===== config.mk =====
export PLATFORM = sky130hd
export DESIGN_NAME = last_touch_attribution_core
export DESIGN_NICKNAME = d
export VERILOG_FILES = /design/src/hw/rtl/ltattr_pkg.sv /design/src/hw/rtl/ltattr_ram.sv /design/src/hw/rtl/ltattr_front.sv /design/src/hw/rtl/ltattr_acc.sv /design/src/hw/rtl/last_touch_attribution_core.sv
export VERILOG_INCLUDE_DIRS = /design/src /design/src/hw/rtl
export SDC_FILE = /design/constraint.sdc
export NUM_CORES = 1
export LEC_CHECK = 0
export BUFFER_PORTS_ARGS = -buffer_cell sky130_fd_sc_hd__buf_2
export CAP_MARGIN = 20
export CORE_ASPECT_RATIO = 1.1
export CORE_MARGIN = 2
export CORE_UTILIZATION = 54
export CTS_CLUSTER_SIZE = 24
export DETAILED_ROUTE_END_ITERATION = 7
export GPL_TIMING_DRIVEN = 0
export PLACE_DENSITY_LB_ADDON = 0.3
export RECOVER_POWER = 50
export SLEW_MARGIN = 20
export SYNTH_ARGS = -nofsm -noshare
export SYNTH_HDL_FRONTEND = slang
export SYNTH_SLANG_ARGS = --single-unit

===== constraint.sdc =====
create_clock -name clk -period 9.5 [get_ports clk]
set_input_delay 1.9 -clock clk [delete_from_list [all_inputs] [get_ports clk]]
set_output_delay 1.9 -clock clk [all_outputs]
set_load 0.01 [all_outputs]

===== src/hw/rtl/assert_macros.svh =====
// assertion macros used by the top-level rtl file
`ifndef ASSERT_MACROS_SVH
`define ASSERT_MACROS_SVH

// same-cycle implication, checked outside reset
`define LTA_ASSERT_NOW(lbl, clk, rst_n, ante, cons) \
  lbl: assert property (@(posedge clk) disable iff (!rst_n) (ante) |-> (cons)) \
    else $error("same-cycle check failed");

// next-cycle implication, checked outside reset
`define LTA_ASSERT_NEXT(lbl, clk, rst_n, ante, cons) \
  lbl: assert property (@(posedge clk) disable iff (!rst_n) (ante) |=> (cons)) \
    else $error("next-cycle check failed");

`endif


===== src/hw/rtl/ltattr_pkg.sv =====
// types and constants of the last-touch attribution block
package ltattr_pkg;

  localparam logic [1:0] CMD_ROW   = 2'd0;
  localparam logic [1:0] CMD_READ  = 2'd1;
  localparam logic [1:0] CMD_CLEAR = 2'd2;

  localparam logic [31:0] TOTAL_MAX = 32'hFFFF_FFFF;

  typedef struct packed {
    logic [1:0]  command;
    logic [31:0] user_key;
    logic        trigger_flag;
    logic [15:0] trigger_value;
    logic [7:0]  campaign_id;
  } ltattr_in_t;

  typedef struct packed {
    logic        attributed;
    logic [7:0]  campaign;
    logic [31:0] total;
    logic        bad_campaign;
  } ltattr_out_t;

  typedef enum logic [2:0] {
    OP_ZERO,
    OP_SHOW,
    OP_CREDIT,
    OP_BAD,
    OP_CLEAR
  } ltattr_op_e;

  typedef struct packed {
    ltattr_op_e  op;
    logic [7:0]  camp;
    logic [15:0] value;
  } ltattr_op_t;

endpackage


===== src/hw/rtl/ltattr_ram.sv =====
// generic single-write ram with registered read
module ltattr_ram #(
  parameter int WIDTH = 32,
  parameter int DEPTH = 4
) (
  input  logic                     clk,
  input  logic                     we,
  input  logic [$clog2(DEPTH)-1:0] waddr,
  input  logic [WIDTH-1:0]         wdata,
  input  logic                     re,
  input  logic [$clog2(DEPTH)-1:0] raddr,
  output logic [WIDTH-1:0]         rdata
);

  logic [WIDTH-1:0] mem [DEPTH];
  logic [WIDTH-1:0] rdata_r;

  always_ff @(posedge clk) begin
    if (we) begin
      mem[waddr] <= wdata;
    end
    if (re) begin
      rdata_r <= mem[raddr];
    end
  end

  assign rdata = rdata_r;

endmodule


===== src/hw/rtl/ltattr_front.sv =====
// run tracking and per-row decode into a counter operation
module ltattr_front #(
  parameter int CAMPAIGNS = 4
) (
  input  logic                 clk,
  input  logic                 rst_n,
  input  logic                 accept,
  input  ltattr_pkg::ltattr_in_t in_row,
  output ltattr_pkg::ltattr_op_t op,
  output logic                 run_valid
);

  localparam logic [8:0] LIMIT = 9'(CAMPAIGNS);

  logic [31:0] run_key_r, run_key_nxt;
  logic        run_valid_r, run_valid_nxt;
  logic        seen_r, seen_nxt;
  logic [7:0]  src_r, src_nxt;
  logic        new_run, seen_now, id_bad, src_bad;

  assign new_run  = !run_valid_r || (in_row.user_key != run_key_r);
  assign seen_now = new_run ? 1'b0 : seen_r;
  assign id_bad   = {1'b0, in_row.campaign_id} >= LIMIT;
  assign src_bad  = {1'b0, src_r} >= LIMIT;

  always_comb begin
    op            = '{op: ltattr_pkg::OP_ZERO, camp: 8'd0, value: in_row.trigger_value};
    run_key_nxt   = run_key_r;
    run_valid_nxt = run_valid_r;
    seen_nxt      = seen_r;
    src_nxt       = src_r;
    case (in_row.command)
      ltattr_pkg::CMD_ROW: begin
        run_key_nxt   = in_row.user_key;
        run_valid_nxt = 1'b1;
        seen_nxt      = seen_now;
        if (!in_row.trigger_flag) begin
          // source row becomes the run's last touch
          seen_nxt = 1'b1;
          src_nxt  = in_row.campaign_id;
          op.camp  = in_row.campaign_id;
          op.op    = id_bad ? ltattr_pkg::OP_BAD : ltattr_pkg::OP_SHOW;
        end else if (seen_now) begin
          op.camp = src_r;
          op.op   = src_bad ? ltattr_pkg::OP_BAD : ltattr_pkg::OP_CREDIT;
        end
      end
      ltattr_pkg::CMD_READ: begin
        op.camp = in_row.campaign_id;
        op.op   = id_bad ? ltattr_pkg::OP_BAD : ltattr_pkg::OP_SHOW;
      end
      ltattr_pkg::CMD_CLEAR: begin
        op.op         = ltattr_pkg::OP_CLEAR;
        run_key_nxt   = 32'd0;
        run_valid_nxt = 1'b0;
        seen_nxt      = 1'b0;
        src_nxt       = 8'd0;
      end
      default: begin
        op.op = ltattr_pkg::OP_ZERO;
      end
    endcase
  end

  always_ff @(posedge clk) begin
    if (!rst_n) begin
      run_key_r   <= 32'd0;
      run_valid_r <= 1'b0;
      seen_r      <= 1'b0;
      src_r       <= 8'd0;
    end else if (accept) begin
      run_key_r   <= run_key_nxt;
      run_valid_r <= run_valid_nxt;
      seen_r      <= seen_nxt;
      src_r       <= src_nxt;
    end
  end

  assign run_valid = run_valid_r;

endmodule


===== src/hw/rtl/ltattr_acc.sv =====
// counter stage: valid bits, write forwarding, saturating add, result build
module ltattr_acc #(
  parameter int CAMPAIGNS = 4
) (
  input  logic                      clk,
  input  logic                      rst_n,
  input  ltattr_pkg::ltattr_op_t    s1_op,
  input  logic                      s1_fire,
  input  logic [31:0]               ram_q,
  output logic                      wr_en,
  output logic [$clog2(CAMPAIGNS)-1:0] wr_addr,
  output logic [31:0]               wr_data,
  output ltattr_pkg::ltattr_out_t   result
);

  localparam int AW = $clog2(CAMPAIGNS);

  logic [CAMPAIGNS-1:0] vbits_r, vbits_nxt;
  logic                 fwd_valid_r;
  logic [AW-1:0]        fwd_addr_r;
  logic [31:0]          fwd_data_r;
  logic [AW-1:0]        addr;
  logic                 in_table;
  logic [31:0]          cur;
  logic [32:0]          sum;
  logic [31:0]          sat;

  assign addr     = s1_op.camp[AW-1:0];
  assign in_table = {1'b0, s1_op.camp} < 9'(CAMPAIGNS);

  // latest write wins over the ram copy, which was read at accept
  always_comb begin
    if (fwd_valid_r && (fwd_addr_r == addr)) begin
      cur = fwd_data_r;
    end else if (in_table && vbits_r[addr]) begin
      cur = ram_q;
    end else begin
      cur = 32'd0;
    end
  end

  assign sum = {1'b0, cur} + {17'd0, s1_op.value};
  assign sat = sum[32] ? ltattr_pkg::TOTAL_MAX : sum[31:0];

  always_comb begin
    result = '0;
    case (s1_op.op)
      ltattr_pkg::OP_SHOW: begin
        result.campaign = s1_op.camp;
        result.total    = cur;
      end
      ltattr_pkg::OP_CREDIT: begin
        result.attributed = 1'b1;
        result.campaign   = s1_op.camp;
        result.total      = sat;
      end
      ltattr_pkg::OP_BAD: begin
        result.campaign     = s1_op.camp;
        result.bad_campaign = 1'b1;
      end
      default: begin
        result = '0;
      end
    endcase
  end

  assign wr_en   = s1_fire && (s1_op.op == ltattr_pkg::OP_CREDIT);
  assign wr_addr = addr;
  assign wr_data = sat;

  always_comb begin
    vbits_nxt = vbits_r;
    if (s1_fire && (s1_op.op == ltattr_pkg::OP_CLEAR)) begin
      vbits_nxt = '0;
    end else if (wr_en) begin
      vbits_nxt[addr] = 1'b1;
    end
  end

  always_ff @(posedge clk) begin
    if (!rst_n) begin
      vbits_r     <= '0;
      fwd_valid_r <= 1'b0;
    end else begin
      vbits_r <= vbits_nxt;
      if (s1_fire && (s1_op.op == ltattr_pkg::OP_CLEAR)) begin
        fwd_valid_r <= 1'b0;
      end else if (wr_en) begin
        fwd_valid_r <= 1'b1;
      end
    end
  end

  always_ff @(posedge clk) begin
    if (wr_en) begin
      fwd_addr_r <= addr;
      fwd_data_r <= sat;
    end
  end

endmodule


===== src/hw/rtl/last_touch_attribution_core.sv =====
// an accepted transaction passes through the operation register and the result register to out_data
// throughput: one transaction per cycle while the receiver does not stall; the counter ram is read at accept
//   and written as the operation fires, with a forwarding register covering the gap
// reset: rst_n low clears run tracking, counter valid bits and both stages;
//   every counter then reads as zero without a clearing pass
// top level of the last-touch attribution block
`include "assert_macros.svh"

module last_touch_attribution_core #(
  parameter int CAMPAIGNS = 4
) (
  input  logic                    clk,
  input  logic                    rst_n,
  input  logic                    in_valid,
  output logic                    in_stall,
  input  ltattr_pkg::ltattr_in_t  in_data,
  output logic                    out_valid,
  input  logic                    out_stall,
  output ltattr_pkg::ltattr_out_t out_data
);

  localparam int AW = $clog2(CAMPAIGNS);

  // handshake
  logic accept, s1_adv, s1_fire;

  // decode stage
  ltattr_pkg::ltattr_op_t  front_op;
  logic                    run_valid;

  // operation register between decode and counter update
  logic                    s1_valid_r, s1_valid_nxt;
  ltattr_pkg::ltattr_op_t  s1_op_r;

  // counter ram
  logic [31:0]   ram_q;
  logic          wr_en;
  logic [AW-1:0] wr_addr;
  logic [31:0]   wr_data;

  // result register
  ltattr_pkg::ltattr_out_t result;
  logic                    out_valid_r, out_valid_nxt;
  ltattr_pkg::ltattr_out_t out_r;

  // the operation stage moves whenever the result register is free or draining
  assign s1_adv   = !out_valid_r || !out_stall;
  assign in_stall = s1_valid_r && !s1_adv;
  assign accept   = in_valid && !in_stall;
  assign s1_fire  = s1_valid_r && s1_adv;

  // run tracking updates at accept so the next row sees it at once
  ltattr_front #(.CAMPAIGNS(CAMPAIGNS)) u_front (
    .clk      (clk),
    .rst_n    (rst_n),
    .accept   (accept),
    .in_row   (in_data),
    .op       (front_op),
    .run_valid(run_valid)
  );

  // read address comes straight from decode; rdata holds while the stage stalls
  ltattr_ram #(.WIDTH(32), .DEPTH(CAMPAIGNS)) u_ram (
    .clk  (clk),
    .we   (wr_en),
    .waddr(wr_addr),
    .wdata(wr_data),
    .re   (accept),
    .raddr(front_op.camp[AW-1:0]),
    .rdata(ram_q)
  );

  ltattr_acc #(.CAMPAIGNS(CAMPAIGNS)) u_acc (
    .clk    (clk),
    .rst_n  (rst_n),
    .s1_op  (s1_op_r),
    .s1_fire(s1_fire),
    .ram_q  (ram_q),
    .wr_en  (wr_en),
    .wr_addr(wr_addr),
    .wr_data(wr_data),
    .result (result)
  );

  always_comb begin
    if (accept) begin
      s1_valid_nxt = 1'b1;
    end else if (s1_adv) begin
      s1_valid_nxt = 1'b0;
    end else begin
      s1_valid_nxt = s1_valid_r;
    end
  end

  always_comb begin
    if (s1_fire) begin
      out_valid_nxt = 1'b1;
    end else if (!out_stall) begin
      out_valid_nxt = 1'b0;
    end else begin
      out_valid_nxt = out_valid_r;
    end
  end

  always_ff @(posedge clk) begin
    if (!rst_n) begin
      s1_valid_r  <= 1'b0;
      out_valid_r <= 1'b0;
    end else begin
      s1_valid_r  <= s1_valid_nxt;
      out_valid_r <= out_valid_nxt;
    end
  end

  // payload registers, no reset
  always_ff @(posedge clk) begin
    if (accept) begin
      s1_op_r <= front_op;
    end
    if (s1_fire) begin
      out_r <= result;
    end
  end

  assign out_valid = out_valid_r;
  assign out_data  = out_r;

  // input only stalls behind a held operation
  `LTA_ASSERT_NOW(a_stall_needs_s1, clk, rst_n, in_stall, s1_valid_r)
  // a credited transaction never carries the bad flag
  `LTA_ASSERT_NOW(a_attr_not_bad, clk, rst_n, out_valid_r && out_r.attributed,
    !out_r.bad_campaign)
  // an accepted clear drops run tracking
  `LTA_ASSERT_NEXT(a_clear_drops_run, clk, rst_n,
    accept && (in_data.command == ltattr_pkg::CMD_CLEAR), !run_valid)
  // counter writes only happen as a credit leaves for the result register
  `LTA_ASSERT_NEXT(a_write_gives_result, clk, rst_n, wr_en,
    out_valid_r && out_r.attributed)

endmodule


==> flow_summary_export.csv <==
group,metric,value,unit
status,status,"finished with violations",
status,violations,"capacitance limit, slew limit",
power_and_ir_drop,power.total,3030,µW
sta,finalHoldViolCount,0,
global_routing,grt_pass1_wl,48.5,mm
clock_tree,cts_tree,"done",
sta,fin_crit,7.33,ns
layout,post-route-util,0.633,
min_path,holdPathStages,2,
clock_tree,post_cts_buffers,0,
setup_path,slowest_delay,1.94,ns
power_and_ir_drop,comb_power_share,0.057,
yosys,netlist_area,13800,µm²
flow_run,maxCapViolCount,3,
floorplanning,start_util,0.548,
place,placedCellCount,1478,
yosys,yosys_warnings,0,
setup_path,cp_slowest_cell,"a21boi_0",
yosys,yosysUniqueCellTypes,65,
routing,drt_iter0_markers,743,
layout,final_cell_mix,"263 x edfxtp_1, 96 x mux2i_1, 92 x clkbuf_1",
setup_path,timing.critical_path.mode_cell,"clkbuf_1",
routing,wl_per_cell,20.3,µm
sta,worst_pin_slew,2.60,ns
global_routing,grt_pass1_vias,8915,
yosys,ys_ff_latch,312,
clock_tree,cts_resized,0,
yosys,syn_avg_cell_area,13.2,µm²
place,dp_hpwl,20.8,mm
sta,timing.slew.headroom,-0.752,
routing,vias,9085,
layout,fin_cells,1538,
routing,drt-total-wl,31.2,mm
power_and_ir_drop,switching_share,0.217,
power_and_ir_drop,power_switching,659,µW
setup_path,reg2reg_setup_slack,3.30,ns
sta,max_freq,136,MHz
clock_tree,cts.htree.levels,2,
global_routing,antenna_found_initial,0,
setup_path,critical_path_class,"primary input to register",
yosys,synth_cells,1046,
yosys,synthFlopType,"edfxtp_1",
sta,final_max_slew_viol_count,70,
setup_path,required,9.71,ns
floorplanning,die_w,156,µm
yosys,synth_edf_count,263,
clock_tree,clk_pin_slew_worst_paths,0.06,ns
clock_tree,clockBufferDepth,3,
global_routing,grt.total_usage,0.236,
setup_path,path_max_fanout,29,
yosys,syn_nets,1127,
layout,drive_gt1_frac,0.132,
setup_path,critPathLaunchType,"primary input",
floorplanning,num_rows,61,
sta,period_share,0.771,
power_and_ir_drop,peakVddDrop,0.000108,V
global_routing,grt_max_degree,40,
clock_tree,cts.sinks,312,
sta,finalSetupViolCount,0,
floorplanning,die-area,26900,µm²
setup_path,critPathCaptureType,"register",
power_and_ir_drop,p_leak,0.00603,µW
clock_tree,clkLatencyLatePin,0.51,ns
power_and_ir_drop,p_int,2370,µW
layout,fin_nets,1280,
yosys,async_flop_share,0,
min_path,hold_class,"register to register",
global_routing,overflow,0,
routing,drtAntennaViolNets,0,
routing,drc_errors,0,
layout,layout_commonest_cell,"edfxtp_1",
floorplanning,io_pins,107,
routing,dr.pass1.iters,7,
place,port_buffers,105,
clock_tree,holdBufCountCts,0,
clock_tree,numCtsBuffers,34,
layout,n_antenna_cell,0,
routing,via_per_inst,5.91,
setup_path,crit_chain,"clkbuf_1 > a21boi_0 > clkbuf_1 > and3_1 > clkbuf_1 > buf_12 > nand2_1 > nor2_1 > buf_12",
power_and_ir_drop,clkPwrFrac,0.437,
floorplanning,fp.dieH,172,µm
layout,area_delta_synth_final,15.5,%
power_and_ir_drop,power.density,190,nW/µm²
setup_path,reg2regPathDepth,8,
place,place_congestion,0.915,
clock_tree,root_buffer,"clkbuf_16",
sta,finClkSkew,0.0218,ns
power_and_ir_drop,seqPwrFrac,0.506,
floorplanning,coreArea,25200,µm²
yosys,ys_seq_area_frac,0.643,
sta,rsz0062_at_grt,"no",
setup_path,crit_arrival,7.53,ns
[synthesized netlist by cell type, types with 7 or more instances]
library cell / count / area, µm²
nand2_1: 62 / 233
and2_1: 12 / 75.1
nor2_1: 65 / 244
a22o_1: 34 / 298
nor3b_1: 35 / 263
nand3_1: 24 / 120
nand4_1: 10 / 62.6
edfxtp_1: 263 / 7900
and3_1: 7 / 43.8
xor2_1: 34 / 298
and4_1: 10 / 87.6
clkbuf_1: 36 / 135
nor4_1: 9 / 56.3
ha_1: 17 / 213
o21ai_0: 17 / 85.1
xnor2_1: 27 / 236
o21a_1: 10 / 75.1
nand2_2: 8 / 50.1
nor3_1: 8 / 40.0
inv_1: 15 / 56.3
a21oi_1: 86 / 430
buf_2: 12 / 60.1
mux2i_1: 96 / 961
dfxtp_1: 49 / 981
a31oi_1: 14 / 87.6
[final cells by class]
| class | count | area (µm²) |
|---|---|---|
| Fill cell | 1898 | 9230 |
| Sequential cell | 312 | 8880 |
| Multi-Input combinational cell | 662 | 4610 |
| Clock buffer | 42 | 912 |
| Timing Repair Buffer | 117 | 632 |
| Tap cell | 315 | 394 |
| Buffer | 56 | 263 |
| Clock inverter | 18 | 198 |
| Inverter | 16 | 61.3 |
[sequential cells by signal, indices dropped and copies added, names as in the netlist, 2 cells and up]
| register | cells |
|---|---|
| u_ram.mem | 128 |
| out_data | 42 |
| u_front.src_r | 8 |
| u_ram.rdata | 32 |
| u_front.run_key_r | 32 |
| u_acc.fwd_addr_r | 2 |
| s1_op_r | 27 |
| u_acc.fwd_data_r | 32 |
| u_acc.vbits_r | 4 |
[path summary, 6_finish.rpt]
kind / start / endpoint
max: out_stall / u_ram.mem[2][4]
min: u_front.src_r[0] / u_front.src_r[0]
max reg2reg: s1_valid_r / u_ram.mem[2][4]
min reg2reg: u_front.src_r[0] / u_front.src_r[0]
[kinds of logic after synthesis]
logic type / after synthesis / synth area share
AOI/OAI and AO/OA: 210 / 0.0972
xor gates and xnor gates: 61 / 0.0387
adders and majority gates: 18 / 0.0168
buffers and inverters: 72 / 0.0235
DFF: 312 / 0.643
muxes: 97 / 0.0712
and+or+nand+nor: 276 / 0.110
[layer usage]
metal | GRT usage | vias up | share of wire
li1 | - | 4264 | -
met1 | 0.323 | 4423 | 0.43
met2 | 0.390 | 344 | 0.48
met3 | 0.0375 | 54 | 0.071
met4 | 0.0782 | 0 | 0.023
met5 | 0 | - | 0
[per-stage QoR]
stage / setup TNS [ns] / hold WS, ns / instance area [µm²] / setup slack (ns)
after floorplan: 0 / 0.421 / 13800 / 1.04
after global placement: -220.45 / 0.423 / 14700 / -3.32
after detailed placement: 0 / 0.443 / 15000 / 3.73
after CTS: 0 / 0.458 / 16100 / 3.69
after global routing: 0 / 0.479 / 16000 / 1.87
final: 0 / 0.462 / 16000 / 2.17
[power by group through the flow]
stage	logic [µW]	registers [µW]	clock network (µW)
6_report	172	1530	1330
5_1_grt	189	1540	1390
4_1_cts	179	1530	1340
3_5_place_dp	179	1560	0
3_3_place_gp	168	1560	0
2_1_floorplan	104	1560	0
[worst max-delay path, delay by kind of cell]
kind,cells,cell delay (ns)
compound gates,1,1.94
buf+inv,5,2.16
simple gates,3,1.50
No activity file was read; power rests on OpenSTA's default activity.
